[src/sv/segment_lcd_frame_formatter_defines.svh]
// Assertion macros for the segment LCD frame formatter.
// Expects clk and rst_n in the scope where the macros are used.
`ifndef SEGMENT_LCD_FRAME_FORMATTER_DEFINES_SVH
`define SEGMENT_LCD_FRAME_FORMATTER_DEFINES_SVH
`ifndef NO_ASSERTIONS
`define SLCD_ASSERT(lbl, prop, msg) \
  lbl: assert property (@(posedge clk) disable iff (!rst_n) prop) else $error(msg);
`define SLCD_ASSERT_NEXT(lbl, pre, post, msg) \
  lbl: assert property (@(posedge clk) disable iff (!rst_n) (pre) |=> (post)) else $error(msg);
`else
`define SLCD_ASSERT(lbl, prop, msg)
`define SLCD_ASSERT_NEXT(lbl, pre, post, msg)
`endif
`endif

[src/sv/slcd_pkg.sv]
// Shared types and constants for the segment LCD frame formatter.
// No dependencies.
package slcd_pkg;

  localparam int unsigned BYTE_COUNT = 11;
  localparam int unsigned POS_W      = 4;
  localparam logic [8:0]  WRITE_CMD  = 9'b101000000;

  typedef logic [BYTE_COUNT-1:0][7:0] frame_bytes_t;

  typedef struct packed {
    logic signed [10:0] big_value;
    logic signed [7:0]  hour_left;
    logic signed [7:0]  hour_right;
    logic [6:0]         day_mask;
    logic [3:0]         home_mask;
    logic [24:0]        icon_flags;
  } frame_t;

endpackage

[src/sv/slcd_format.sv]
// Combinational formatter: one display frame to the eleven segment bytes.
// Depends on slcd_pkg.
module slcd_format (
  input  slcd_pkg::frame_t       frame,
  output slcd_pkg::frame_bytes_t bytes
);

  localparam logic [7:0] MINUS_BIG  = 8'h20;
  localparam logic [7:0] MINUS_HOUR = 8'h02;

  function automatic logic [7:0] seg_big(input logic [3:0] d);
    logic [7:0] s;
    unique case (d)
      4'd0: s = 8'h5F;
      4'd1: s = 8'h06;
      4'd2: s = 8'h6B;
      4'd3: s = 8'h2F;
      4'd4: s = 8'h36;
      4'd5: s = 8'h3D;
      4'd6: s = 8'h7D;
      4'd7: s = 8'h07;
      4'd8: s = 8'h7F;
      4'd9: s = 8'h3F;
      default: s = 8'h00;
    endcase
    return s;
  endfunction

  function automatic logic [7:0] seg_hour(input logic [3:0] d);
    logic [7:0] s;
    unique case (d)
      4'd0: s = 8'hF5;
      4'd1: s = 8'h60;
      4'd2: s = 8'hB6;
      4'd3: s = 8'hF2;
      4'd4: s = 8'h63;
      4'd5: s = 8'hD3;
      4'd6: s = 8'hD7;
      4'd7: s = 8'h70;
      4'd8: s = 8'hF7;
      4'd9: s = 8'hF3;
      default: s = 8'h00;
    endcase
    return s;
  endfunction

  // Exact for 0..99 by reciprocal multiply.
  function automatic logic [3:0] div10(input logic [6:0] x);
    logic [14:0] p;
    p = {8'b0, x} * 15'd205;
    return p[14:11];
  endfunction

  // Exact for 0..999 by reciprocal multiply.
  function automatic logic [3:0] div100(input logic [9:0] x);
    logic [15:0] p;
    p = {6'b0, x} * 16'd41;
    return p[15:12];
  endfunction

  // Returns {tens, ones} segment bits for one hour value.
  function automatic logic [15:0] hour_segs(input logic signed [7:0] v);
    logic [7:0] ones;
    logic [7:0] tens;
    logic [7:0] mag;
    logic [3:0] t;
    logic [6:0] o;
    ones = 8'h00;
    tens = 8'h00;
    mag  = -v;
    t    = div10(v[6:0]);
    o    = v[6:0] - 7'(t) * 7'd10;
    priority if (v > 8'sd99) begin
    end else if (v < -8'sd9) begin
      ones = MINUS_HOUR;
    end else if (v[7]) begin
      tens = MINUS_HOUR;
      ones = seg_hour(mag[3:0]);
    end else begin
      ones = seg_hour(o[3:0]);
      tens = seg_hour(t);
    end
    return {tens, ones};
  endfunction

  logic [6:0]  neg_mag;
  logic [3:0]  neg_tens;
  logic [6:0]  neg_ones;
  logic [3:0]  hund;
  logic [9:0]  pos_rem;
  logic [3:0]  pos_tens;
  logic [6:0]  pos_ones;
  logic [10:0] big_neg;
  logic [15:0] hl_segs;
  logic [15:0] hr_segs;
  logic [24:0] f;

  assign f = frame.icon_flags;

  always_comb begin
    big_neg  = -frame.big_value;
    neg_mag  = (frame.big_value < -11'sd99) ? 7'd99 : big_neg[6:0];
    neg_tens = div10(neg_mag);
    neg_ones = neg_mag - 7'(neg_tens) * 7'd10;
    hund     = div100(frame.big_value[9:0]);
    pos_rem  = frame.big_value[9:0] - 10'(hund) * 10'd100;
    pos_tens = div10(pos_rem[6:0]);
    pos_ones = pos_rem[6:0] - 7'(pos_tens) * 7'd10;
    hl_segs  = hour_segs(frame.hour_left);
    hr_segs  = hour_segs(frame.hour_right);

    bytes[0] = {f[0], frame.day_mask};
    bytes[1] = {f[1], 7'b0};
    bytes[2] = {f[2], 7'b0};
    bytes[3] = 8'h00;
    if (frame.big_value <= 11'sd999) begin
      if (frame.big_value[10]) begin
        // The minus overwrites the thermometer icon and the hundreds digit.
        bytes[1] = MINUS_BIG;
        bytes[2] = bytes[2] | seg_big(neg_tens);
        bytes[3] = seg_big(neg_ones[3:0]);
      end else begin
        if (hund != 4'd0) begin
          bytes[1] = bytes[1] | seg_big(hund);
        end
        bytes[2] = bytes[2] | seg_big(pos_tens);
        bytes[3] = seg_big(pos_ones[3:0]);
      end
    end
    bytes[4]  = {frame.home_mask, f[3], f[4], f[5], f[6]};
    bytes[5]  = {4'b0, f[7], 3'b0} | hl_segs[7:0];
    bytes[6]  = {4'b0, f[8], 3'b0} | hl_segs[15:8];
    bytes[7]  = {4'b0, f[9], 3'b0} | hr_segs[7:0];
    bytes[8]  = {4'b0, f[10], 3'b0} | hr_segs[15:8];
    bytes[9]  = {2'b0, f[11], f[12], f[13], f[14], f[15], f[16]};
    bytes[10] = {f[17], f[18], f[19], f[20], f[21], f[22], f[23], f[24]};
  end

endmodule

[src/sv/segment_lcd_frame_formatter.sv]
// Top level of the segment LCD frame formatter: input register, formatter, burst shifter.
// Depends on slcd_pkg, slcd_format and segment_lcd_frame_formatter_defines.svh.
//
//   channel | direction | beat
//   in_     | input     | one display frame
//   out_    | output    | one command word or one segment byte
//
// Each frame gives twelve output beats, one per cycle while out_ready stays high;
// the burst shifter sends one word a cycle unless the output stalls.
// A frame waits in the input register while the previous burst is sent and is
// formatted into the burst buffer on the cycle the last byte leaves.
// Reset clears the valid and position state only. An output stall holds the
// current word and, once the input register is full, the input channel.
`include "segment_lcd_frame_formatter_defines.svh"
module segment_lcd_frame_formatter (
  input  logic               clk,
  input  logic               rst_n,
  input  logic               in_valid,
  output logic               in_ready,
  input  logic signed [10:0] in_big_value,
  input  logic signed [7:0]  in_hour_left,
  input  logic signed [7:0]  in_hour_right,
  input  logic [6:0]         in_day_mask,
  input  logic [3:0]         in_home_mask,
  input  logic [24:0]        in_icon_flags,
  output logic               out_valid,
  input  logic               out_ready,
  output logic [8:0]         out_serial_word,
  output logic               out_is_command,
  output logic               out_last_word
);

  localparam logic [slcd_pkg::POS_W-1:0] LAST_POS = slcd_pkg::POS_W'(slcd_pkg::BYTE_COUNT);

  slcd_pkg::frame_t       frame_r;
  logic                   frame_valid_r;
  slcd_pkg::frame_bytes_t fmt_bytes;
  slcd_pkg::frame_bytes_t burst_r;
  logic                   busy_r;
  logic [slcd_pkg::POS_W-1:0] pos_r;
  logic [slcd_pkg::POS_W-1:0] byte_idx;
  logic                   out_beat;
  logic                   load;

  slcd_format u_format (
    .frame (frame_r),
    .bytes (fmt_bytes)
  );

  assign out_valid      = busy_r;
  assign out_is_command = (pos_r == '0);
  assign out_last_word  = (pos_r == LAST_POS);
  assign byte_idx       = pos_r - 1'b1;
  assign out_serial_word = out_is_command ? slcd_pkg::WRITE_CMD : {1'b0, burst_r[byte_idx]};

  assign out_beat = out_valid && out_ready;
  // The buffer frees up either when idle or on the beat that carries the last byte.
  assign load     = frame_valid_r && (!busy_r || (out_beat && out_last_word));
  assign in_ready = !frame_valid_r || load;

  always_ff @(posedge clk) begin
    if (!rst_n) begin
      frame_valid_r <= 1'b0;
      busy_r        <= 1'b0;
      pos_r         <= '0;
    end else begin
      if (in_valid && in_ready) begin
        frame_valid_r <= 1'b1;
      end else if (load) begin
        frame_valid_r <= 1'b0;
      end
      if (load) begin
        busy_r <= 1'b1;
        pos_r  <= '0;
      end else if (out_beat) begin
        if (out_last_word) begin
          busy_r <= 1'b0;
          pos_r  <= '0;
        end else begin
          pos_r <= pos_r + 1'b1;
        end
      end
    end
  end

  always_ff @(posedge clk) begin
    if (in_valid && in_ready) begin
      frame_r.big_value  <= in_big_value;
      frame_r.hour_left  <= in_hour_left;
      frame_r.hour_right <= in_hour_right;
      frame_r.day_mask   <= in_day_mask;
      frame_r.home_mask  <= in_home_mask;
      frame_r.icon_flags <= in_icon_flags;
    end
    if (load) begin
      burst_r <= fmt_bytes;
    end
  end

  `SLCD_ASSERT(a_pos_range, busy_r |-> (pos_r <= LAST_POS), "burst position out of range")
  `SLCD_ASSERT_NEXT(a_cmd_after_last, out_beat && out_last_word, !out_valid || out_is_command, "burst did not restart with the command word")
  `SLCD_ASSERT(a_full_accept_loads, (in_valid && in_ready && frame_valid_r) |-> load, "pending frame overwritten")
  `SLCD_ASSERT_NEXT(a_idle_pos_zero, !busy_r, pos_r == '0, "idle with nonzero position")

endmodule

[config.mk]
export PLATFORM = sky130hd
export DESIGN_NAME = segment_lcd_frame_formatter
export DESIGN_NICKNAME = d
export VERILOG_FILES = /design/src/sv/slcd_pkg.sv /design/src/sv/slcd_format.sv /design/src/sv/segment_lcd_frame_formatter.sv
export VERILOG_INCLUDE_DIRS = /design/src /design/src/sv
export SDC_FILE = /design/constraint.sdc
export NUM_CORES = 1
export LEC_CHECK = 0
export ABC_AREA = 1
export ABC_CLOCK_PERIOD_IN_PS = 16200
export BUFFER_PORTS_ARGS = -buffer_cell sky130_fd_sc_hd__buf_2
export CAP_MARGIN = 5
export CELL_PAD_IN_SITES_DETAIL_PLACEMENT = 1
export CELL_PAD_IN_SITES_GLOBAL_PLACEMENT = 2
export CORE_MARGIN = 2
export CORE_UTILIZATION = 43
export DETAILED_ROUTE_END_ITERATION = 10
export GPL_TIMING_DRIVEN = 0
export PLACE_DENSITY_LB_ADDON = 0.08
export SETUP_SLACK_MARGIN = 0.1
export SKIP_CTS_REPAIR_TIMING = 1
export SKIP_LAST_GASP = 1
export SLEW_MARGIN = 5
export SYNTH_ARGS = -nofsm -noshare
export SYNTH_HDL_FRONTEND = slang
export SYNTH_SLANG_ARGS = --single-unit
[constraint.sdc]
create_clock -name clk -period 16.2 [get_ports clk]
set_clock_uncertainty 0.2 [all_clocks]
set_input_delay 2.43 -clock clk [delete_from_list [all_inputs] [get_ports clk]]
set_output_delay 2.43 -clock clk [all_outputs]
set_load 0.02 [all_outputs]
# After elaboration in Yosys (flattened, before gate mapping)
# Memory sizes are Yosys's and may differ from the RTL's.
# Cells that the tools add are included.
[op_classes] n_mul=10 n_reduce_logical=16 muxes=32 order_cmp=7 bitwise=10 n_eq_ne=1 add_sub_neg=10
[op_table] cell="8-bit 2-to-1 mux" count=21
[op_table] cell="7-bit by 8-bit multiplier with 15-bit output, second input constant" count=4
[op_table] cell="8-bit binary-select mux with 4-bit select" count=1
[op_table] cell="4-bit by 8-bit bitwise OR with 8-bit output" count=4
[op_table] cell="24-bit 2-to-1 mux" count=1
[op_table] cell="8-bit bitwise OR" count=3
[op_table] cell="8-bit > comparator, second input constant" count=2
[op_table] cell="8-bit by 5-bit less-than comparator with 1-bit output, second input constant" count=2
[op_table] cell="10-bit by 6-bit multiplier with 16-bit output, second input constant" count=1
[op_table] cell="4-bit by 3-bit multiplier with 3-bit output, second input constant" count=4
[op_table] cell="16-bit 2-to-1 mux" count=1
[op_table] cell="4-bit subtractor" count=4
[op_table] cell="11-bit <= comparator, second input constant" count=1
[op_table] cell="11-bit by 8-bit less-than comparator with 1-bit output, second input constant" count=1
[op_table] cell="9-bit 2-to-1 mux" count=1
[op_table] cell="4-bit negator" count=2
[op_table] cell="7-bit 2-to-1 mux" count=1
[op_table] cell="7-bit negator" count=1
[op_table] cell="7-bit subtractor" count=1
[op_table] cell="2-bit nonzero test" count=3
[op_table] cell="4-bit by 5-bit less-than comparator with 1-bit output, second input constant" count=1
[op_table] cell="4-bit by 5-bit multiplier with 5-bit output, second input constant" count=1
[op_table] cell="1-bit 2-to-1 mux" count=5
[op_table] cell="4-bit by 1-bit adder with 4-bit output, second input constant" count=1
[op_table] cell="12 further kinds" count=19
[totals] reg_bits=155 elab_cells=120 mem_bits_ro=1232 inputBits=67 n_memories=11
[memory_table] memory="(name not given)" depth=16 word_bits=7 rd=1 rd_clocked_by_memory_dff=0 wr=0 line_no="slcd_format.sv:31" text="unique case (d)"
[memory_table] memory="(name not given)" depth=16 word_bits=7 rd=1 rd_clocked_by_memory_dff=0 wr=0 line_no="slcd_format.sv:31"
[memory_table] memory="(name not given)" depth=16 word_bits=7 rd=1 rd_clocked_by_memory_dff=0 wr=0 line_no="slcd_format.sv:31"
[memory_table] memory="(name not given)" depth=16 word_bits=7 rd=1 rd_clocked_by_memory_dff=0 wr=0 line_no="slcd_format.sv:31"
[memory_table] memory="(name not given)" depth=16 word_bits=7 rd=1 rd_clocked_by_memory_dff=0 wr=0 line_no="slcd_format.sv:31"
[memory_table] memory="(name not given)" depth=16 word_bits=7 rd=1 rd_clocked_by_memory_dff=0 wr=0 line_no="slcd_format.sv:31"
[memory_table] memory="5 more memories"

# Longest topological paths before layout
# Gate-level depths: netlist (run 1).
# An unclocked memory read counts as a cell.
[depth] word_depth=10 ltp_mapped=40 depth_no_buf=39

# Modules after synthesis
# Synthesis (run 1) repeated with hierarchy kept, for this count alone.
[unflattened] hier_cells=1502 hier_area_um2=13518.0
[by_module_without_submodules] module="slcd_format" instances=1 cells_per_inst=1085 area_per_inst_um2=7678.6
[by_module_without_submodules] module="segment_lcd_frame_formatter" instances=1 cells_per_inst=417 area_per_inst_um2=5839.4

# Least setup slack after synthesis (run 1)
# OpenSTA, ideal clock, no wires.
[synth_path] path_kind="flip-flop to flip-flop" start="register frame_r[53] in the netlist's numbering" end="register burst_r[27] in the netlist's numbering, data pin" period_less_slack_ps=8105 path_stages_with_launch=36 arrival_time_ps=7653 setup_ps=253 path_slack_ps=8095 cell_sequence="edfxtp_1 ha_1 fa_1 ha_1 ha_1 a21oi_1 o21ai_0 nand2_1 o2111ai_1 a21o_1 xor2_1 inv_1 fa_1 o21bai_1 a21oi_1 xnor2_1 ha_1 ha_1 fa_1 inv_1 fa_1 inv_1 ha_1 nand2_1 inv_1 a21oi_2 o21ai_2 nand2_1 nand2_1 xor2_1 fa_1 inv_1 o21ai_0 nand3b_1 nand3_1 nand2_1"
[synth_via] elab_chain_cells=8 elab_cells_between_ends=16 cone_classes="add/sub: 4; mul: 6; order compare: 2; mux: 2; memory: 2"
[synth_rtl] element="start: declaration" line_no="segment_lcd_frame_formatter.sv:35" text="slcd_pkg::frame_t frame_r;"
[synth_rtl] element="10-bit by 6-bit multiplier with 16-bit output" line_no="slcd_format.sv:57" text="p = {6'b0, x} * 16'd41;"
[synth_rtl] element="4-bit by 5-bit multiplier with 5-bit output" line_no="slcd_format.sv:106" text="pos_rem = frame.big_value[9:0] - 10'(hund) * 10'd100;"
[synth_rtl] element="7-bit subtractor" line_no="slcd_format.sv:106"
[synth_rtl] element="7-bit by 8-bit multiplier with 15-bit output" line_no="slcd_format.sv:50" text="p = {8'b0, x} * 15'd205;"
[synth_rtl] element="4-bit by 3-bit multiplier with 3-bit output" line_no="slcd_format.sv:108" text="pos_ones = pos_rem[6:0] - 7'(pos_tens) * 7'd10;"
[synth_rtl] element="4-bit subtractor" line_no="slcd_format.sv:108"
[synth_rtl] element="memory read 16 x 7 bit"
[synth_rtl] element="24-bit 2-to-1 mux" line_no="slcd_format.sv:117" text="if (frame.big_value[10]) begin"
[synth_rtl] element="end signal: assignment" line_no="segment_lcd_frame_formatter.sv:96" text="burst_r <= fmt_bytes;"
[synth_rtl] element="end: declaration" line_no="segment_lcd_frame_formatter.sv:38" text="slcd_pkg::frame_bytes_t burst_r;"
# Several ways; a longest one is shown, not always the timed one.
# A chain may end at the register's enable or synchronous reset.

# Final worst setup path (run 1)
[layout_path] start="register frame_r[53] in the netlist's numbering" end="register burst_r[29] in the netlist's numbering, data pin"
# Same word-level chain as after synthesis.

==> results.json, run 1 <==
{
  "status": "complete, no violations",
  "numClockSinks": 154,
  "worst-path-max-fanout": 9,
  "grt_setup_unrepaired": "no",
  "routabilityCongestion": 0.825,
  "syn-cell-area_um2": 13000,
  "worstMarginPinSlew_ns": 0.947,
  "yosysMostFrequentCell": "nand2_1",
  "hp-start": "frame_r[22]",
  "rrSetupSlack_ns": 7.00,
  "cpMostUsedCell": "ha_1",
  "cp.required_ns": 16.18,
  "cts_root_buf": "clkbuf_16",
  "syn_area_per_cell_um2": 9.35,
  "cts.htree.levels": 4,
  "reg2reg_depth": 36,
  "avgViaCountPerCell": 5.12,
  "finalCritPeriodShare_pct": 56.8,
  "dr.first_iter.drc_count": 397,
  "max_stage_delay_ns": 0.61,
  "finalCriticalPeriod_ns": 9.20,
  "track_usage_pct": 21.3,
  "synth.top_cell.area_share_pct": 34.2,
  "synth_commonest_cells": "nand2_1 (270), ha_1 (249), inv_1 (172)",
  "n_antenna_cell": 0,
  "grt_pass1_wl_um": 52700,
  "first_pass_iters": 5,
  "core_um2": 29700,
  "insertion_delay_ns": 0.43,
  "ios": 80,
  "crit_buf_inv": 5,
  "maxCapViolCount": 0,
  "grt_max_degree": 35,
  "synth_seq_cells": 154,
  "path_delay_family": "adder cells",
  "yosysSeqAreaShare_pct": 35.1,
  "antenna_found_initial": 0,
  "drcViolationCount": 0,
  "yosysUniqueCellTypes": 53,
  "first_global_vias": 10300,
  "hold_depth": 0,
  "drive_gt1_share_pct": 10.8,
  "die_h_um": 178,
  "async_flop_share_pct": 0,
  "cts_tree": "yes",
  "wl_per_cell_um": 16.9,
  "max_freq_mhz": 109,
  "crit_type": "flip-flop to flip-flop",
  "die_x_um": 178,
  "synthTopCellsByArea": "edfxtp_1 (34%), ha_1 (24%), nand2_1 (7.8%)",
  "synth_fp_nets": 1747,
  "initial_core_util_pct": 43.7,
  "synthCells": 1390,
  "num_rows": 63,
  "setup_viol": 0,
  "synth_edf_count": 148,
  "synth_warnings": 0,
  "synthFlopType": "edfxtp_1",
  "slowest_stage": "fa_1",
  "hp-class": "flip-flop to flip-flop",
  "arrival_ns": 9.19,
  "syn_to_final_growth_pct": 11.5,
  "holdPathEnd": "burst_r[82]",
  "r2r_end": "burst_r[29]",
  "io_buffers": 79,
  "relSlewSlack_pct": 36.4,
  "final_antenna_net_count": 0,
  "report.final.slew_viol_count": 0,
  "synth_largest_area_cell": "edfxtp_1",
  "hold_viol": 0,
  "reg2reg_from": "frame_r[53]",
  "vias": 9696,
  "setup_tns_ns": 0,
  "hpwlAfterDp_um": 25800,
  "worstSetupStartpointType": "flip-flop",
  "fill_cells": 3420,
  "die_area_um2": 31600,
  "cts_buffers": 17,
  "cts.path.max_buffers": 2,
  "clkSlewWorstSetupHoldPaths_ns": 0.07,
  "nNetsFinal": 1848,
  "routed_wirelength_um": 31900,
  "worstSetupEndpointType": "flip-flop",
  "overflow": 0
}
how the worst max path moves through the flow:
stage | startpoint | endpoint | depth (start not counted)
2_1_floorplan | frame_r[53] | burst_r[27] | 35
3_3_place_gp | frame_r[53] | burst_r[29] | 36
3_5_place_dp | frame_r[53] | burst_r[29] | 36
4_1_cts | frame_r[53] | burst_r[29] | 36
5_1_grt | frame_r[53] | burst_r[29] | 36
6_report | frame_r[53] | burst_r[29] | 36
routing by layer:
metal	vias to the layer above	track usage [%]	wire, um
met5	-	0	0
met3	16	3.32	758
met4	0	3.42	264
met2	104	35.7	15200
li1	4923	-	-
met1	4653	29.5	15700
final cells by class:
type                            count  area [um2]  area share, %
Multi-Input combinational cell   1037        7670           53.0
Sequential cell                   154        4560           31.5
Inverter                          179         674           4.65
Tap cell                          390         488           3.37
Timing Repair Buffer               82         455           3.14
Clock buffer                       17         425           2.94
Clock inverter                     15         118          0.811
Buffer                             20        93.8          0.647
cells in the final DEF, fill, tap and decap left out, types with 3 or more instances in the layout:
cell type / count
or2_2: 18
clkbuf_1: 17
xor2_2: 4
ha_1: 249
fa_1: 41
nand2_1: 270
a21o_1: 11
buf_12: 3
xnor2_1: 8
a32o_1: 6
inv_2: 5
nand4_1: 8
edfxtp_1: 148
o21ai_0: 70
clkinv_1: 4
nand2_2: 5
o21bai_1: 4
dfxtp_1: 6
inv_1: 171
a31oi_1: 9
buf_2: 79
o211ai_1: 4
a22oi_1: 6
nor2_1: 97
inv_6: 5
nand3_1: 66
nor3_1: 10
a211oi_1: 6
clkinv_4: 4
xor2_1: 21
clkbuf_16: 17
a21oi_1: 90
nor4_1: 3
o21ai_1: 3
flip-flops by register name, summed over array words and instances, names as in the netlist:
signal,cells
burst_r,85
frame_r,63
pos_r,4
frame_valid_r,1
out_valid,1
stage by stage:
step | hold slack (ns) | std cells | util (%) | worst slack [ns] | area [um2]
final | 0.215 | 1894 | 48.8 | 7.00 | 14500
after global routing | 0.221 | 1894 | 48.8 | 6.23 | 14500
after CTS | 0.220 | 1894 | 48.8 | 6.90 | 14500
after detailed placement | 0.206 | 1862 | 46.9 | 6.94 | 14000
after global placement | 0.205 | 1859 | 46.7 | 7.02 | 13900
after floorplan | 0.200 | 1390 | - | 8.09 | 13000
kinds of logic after synthesis:
logic type                 after synthesis  share of synthesized area, %
xor gates and xnor gates                34                          2.58
DFF                                    154                          35.1
adders and majority gates              290                          30.3
AOI/OAI and AO/OA                      224                          10.1
buffers and inverters                  199                          5.89
and+or+nand+nor                        489                          16.1
Power of run 1 is not shown: default switching activity piles up to over one toggle a cycle in this logic, so the estimate is an artifact.
==> run 2, diff against run 1 <==
--- a/config.mk
+++ b/config.mk
@@ -6,14 +6,14 @@
 export SDC_FILE = /design/constraint.sdc
 export NUM_CORES = 1
 export LEC_CHECK = 0
-export ABC_AREA = 1
-export ABC_CLOCK_PERIOD_IN_PS = 16200
+export ABC_AREA = 0
+export ABC_CLOCK_PERIOD_IN_PS = 8240
 export BUFFER_PORTS_ARGS = -buffer_cell sky130_fd_sc_hd__buf_2
 export CAP_MARGIN = 5
 export CELL_PAD_IN_SITES_DETAIL_PLACEMENT = 1
 export CELL_PAD_IN_SITES_GLOBAL_PLACEMENT = 2
 export CORE_MARGIN = 2
-export CORE_UTILIZATION = 43
+export CORE_UTILIZATION = 38
 export DETAILED_ROUTE_END_ITERATION = 10
 export GPL_TIMING_DRIVEN = 0
 export PLACE_DENSITY_LB_ADDON = 0.08
==> constraint.sdc (replaced) <==
create_clock -name clk -period 8.24 [get_ports clk]
set_clock_uncertainty 0.2 [all_clocks]
set_input_delay 1.236 -clock clk [delete_from_list [all_inputs] [get_ports clk]]
set_output_delay 1.236 -clock clk [all_outputs]
set_load 0.02 [all_outputs]
==> run 2 against run 1 <==
Against the previous run:
- the run now ends with negative setup slack left
- critical path depth shrank 2
- via count shrank 2.5%
- worst setup slack lost 7.8 ns
- critical endpoint is now burst_r[24]
- highest routed layer is now met5
==> results.json, run 2 <==
{
  "status": "finished, violations left",
  "failed_checks": "negative setup slack",
  "cp.required_ns": 8.20,
  "antenna_found_initial": 3,
  "reg2reg_from": "frame_r[55]",
  "initial_core_util_pct": 38.5,
  "hold_viol": 0,
  "cpMostUsedCell": "ha_4",
  "multi_input_area_um2": 8720,
  "setup_slack_ns": -0.851,
  "insertion_delay_ns": 0.44,
  "crit_start": "frame_r[55]",
  "cts_root_buf": "clkbuf_16",
  "n_antenna_cell": 0,
  "io_buffers": 79,
  "worst-path-max-fanout": 5,
  "synth_largest_area_cell": "edfxtp_1",
  "grt_max_degree": 43,
  "worstSetupEndpointType": "flip-flop",
  "finalCritPeriodShare_pct": 110,
  "die_h_um": 191,
  "first_global_vias": 9910,
  "synthTopCellsByArea": "edfxtp_1 (34%), ha_1 (24%), fa_1 (6.2%)",
  "synth_seq_cells": 154,
  "clkSlewWorstSetupHoldPaths_ns": 0.07,
  "die_x_um": 191,
  "fill_cells": 3748,
  "syn-cell-area_um2": 13200,
  "final-seq-area_um2": 4560,
  "syn_area_per_cell_um2": 11.1,
  "cts_buffers": 17,
  "overflow": 0,
  "synth_edf_count": 148,
  "synth.top_cell.area_share_pct": 33.6,
  "cts_tree": "yes",
  "slowest_stage": "fa_1",
  "top_regs": "burst_r x85, frame_r x63, pos_r x4",
  "layout_common_cells": "ha_1 (232), edfxtp_1 (148), inv_1 (111)",
  "worstMarginPinSlew_ns": 0.930,
  "dr.first_iter.drc_count": 413,
  "yosysSeqAreaShare_pct": 34.5,
  "async_flop_share_pct": 0,
  "synth_commonest_cells": "ha_1 (249), edfxtp_1 (148), inv_1 (117)",
  "final_antenna_net_count": 0,
  "setup_viol": 9,
  "grt_pass1_wl_um": 54500,
  "synth_warnings": 0,
  "hp-start": "frame_r[0]",
  "pre_cts_ws_ns": -2.00,
  "avgViaCountPerCell": 5.24,
  "synthFlopType": "edfxtp_1",
  "num_rows": 68,
  "grt_setup_unrepaired": "yes",
  "vias": 9455,
  "worstSetupStartpointType": "flip-flop",
  "ios": 80,
  "max_stage_delay_ns": 0.52,
  "drcViolationCount": 0,
  "cts.htree.levels": 4,
  "numClockSinks": 154,
  "finalCriticalPeriod_ns": 9.09,
  "yosysMostFrequentCell": "ha_1",
  "routed_wirelength_um": 34400,
  "crit_type": "flip-flop to flip-flop",
  "arrival_ns": 9.05,
  "synthCells": 1191,
  "routabilityCongestion": 0.790,
  "max_freq_mhz": 110,
  "synth_fp_nets": 1548,
  "nNetsFinal": 1693,
  "yosysUniqueCellTypes": 94,
  "track_usage_pct": 19.5,
  "relSlewSlack_pct": 37.5,
  "largest_register_ffs": 85,
  "wl_per_cell_um": 19.1,
  "syn_to_final_growth_pct": 20.3,
  "cts.path.max_buffers": 2,
  "die_area_um2": 36300,
  "drive_gt1_share_pct": 21.9,
  "first_pass_iters": 5,
  "mostFrequentLayoutCell": "ha_1",
  "maxCapViolCount": 0,
  "hpwlAfterDp_um": 26400,
  "hp-class": "flip-flop to flip-flop",
  "report.final.slew_viol_count": 0,
  "core_um2": 34400,
  "top_register": "burst_r"
}
run 2: cell count changes after synthesis, moves of 9 or more:
cell	change
inv_1	-55
a21oi_1	-18
and2_1	+11
o21ai_0	-34
mux2i_1	+20
nand2_1	-232
xnor2_1	+20
mux4_2	+15
a31oi_1	+10
nand2b_1	+9
nor3_1	+14
nand3_1	-33
nor2b_1	+13
nor2_1	-19
run 2: metrics by stage:
| stage | hold WS, ns | TNS [ns] | cells | area [um2] | util (%) |
|---|---|---|---|---|---|
| 6_report | 0.219 | -5.37 | 1804 | 15900 | 46.3 |
| 2_1_floorplan | 0.200 | -2.99 | 1191 | 13300 | - |
| 3_3_place_gp | 0.203 | -15.47 | 1725 | 14300 | 41.6 |
| 4_1_cts | 0.223 | -17.56 | 1761 | 15000 | 43.7 |
| 3_5_place_dp | 0.205 | -17.08 | 1729 | 14400 | 41.9 |
| 5_1_grt | 0.226 | -9.21 | 1804 | 15900 | 46.3 |
run 2: layer usage:
layer  GRT usage [%]  up-vias  share of wire [%]
li1                -     4661                  -
met3            2.96       25                2.5
met4            4.08        4                1.0
met1            27.9     4652                 50
met5               0        -              0.078
met2            31.4      113                 46
run 2: cell families after synthesis:
group	synth area share, %
mux	4.34
xor+xnor	4.14
buf+inv	4.42
fa+ha+maj	29.9
flops	34.5
compound gates	12.7
simple gates	10.1
run 2: worst paths after layout:
kind	endpoint	depth (start not counted)	slack, ns
worst min register to register	burst_r[7]	0	0.22
worst max register to register	burst_r[24]	34	-0.85
worst min-delay path	burst_r[7]	0	0.22
worst max-delay path	burst_r[24]	34	-0.85
run 2: area by class of cell:
class | instances | area share, %
Buffer | 32 | 0.866
Clock buffer | 18 | 2.70
Clock inverter | 14 | 1.15
Inverter | 119 | 2.83
Multi-Input combinational cell | 886 | 54.9
Sequential cell | 154 | 28.7
Tap cell | 455 | 3.58
Timing Repair Buffer | 126 | 5.31
run 2: worst max-delay path, delay by kind of cell (launching register included):
family	cells	cell delay, ns
buf+inv	5	0.48
flops	1	0.43
xor+xnor	5	1.02
compound gates	8	2.09
fa+ha+maj	13	4.10
mux	1	0.18
simple gates	2	0.29
Power of run 2 is left out for the same reason.
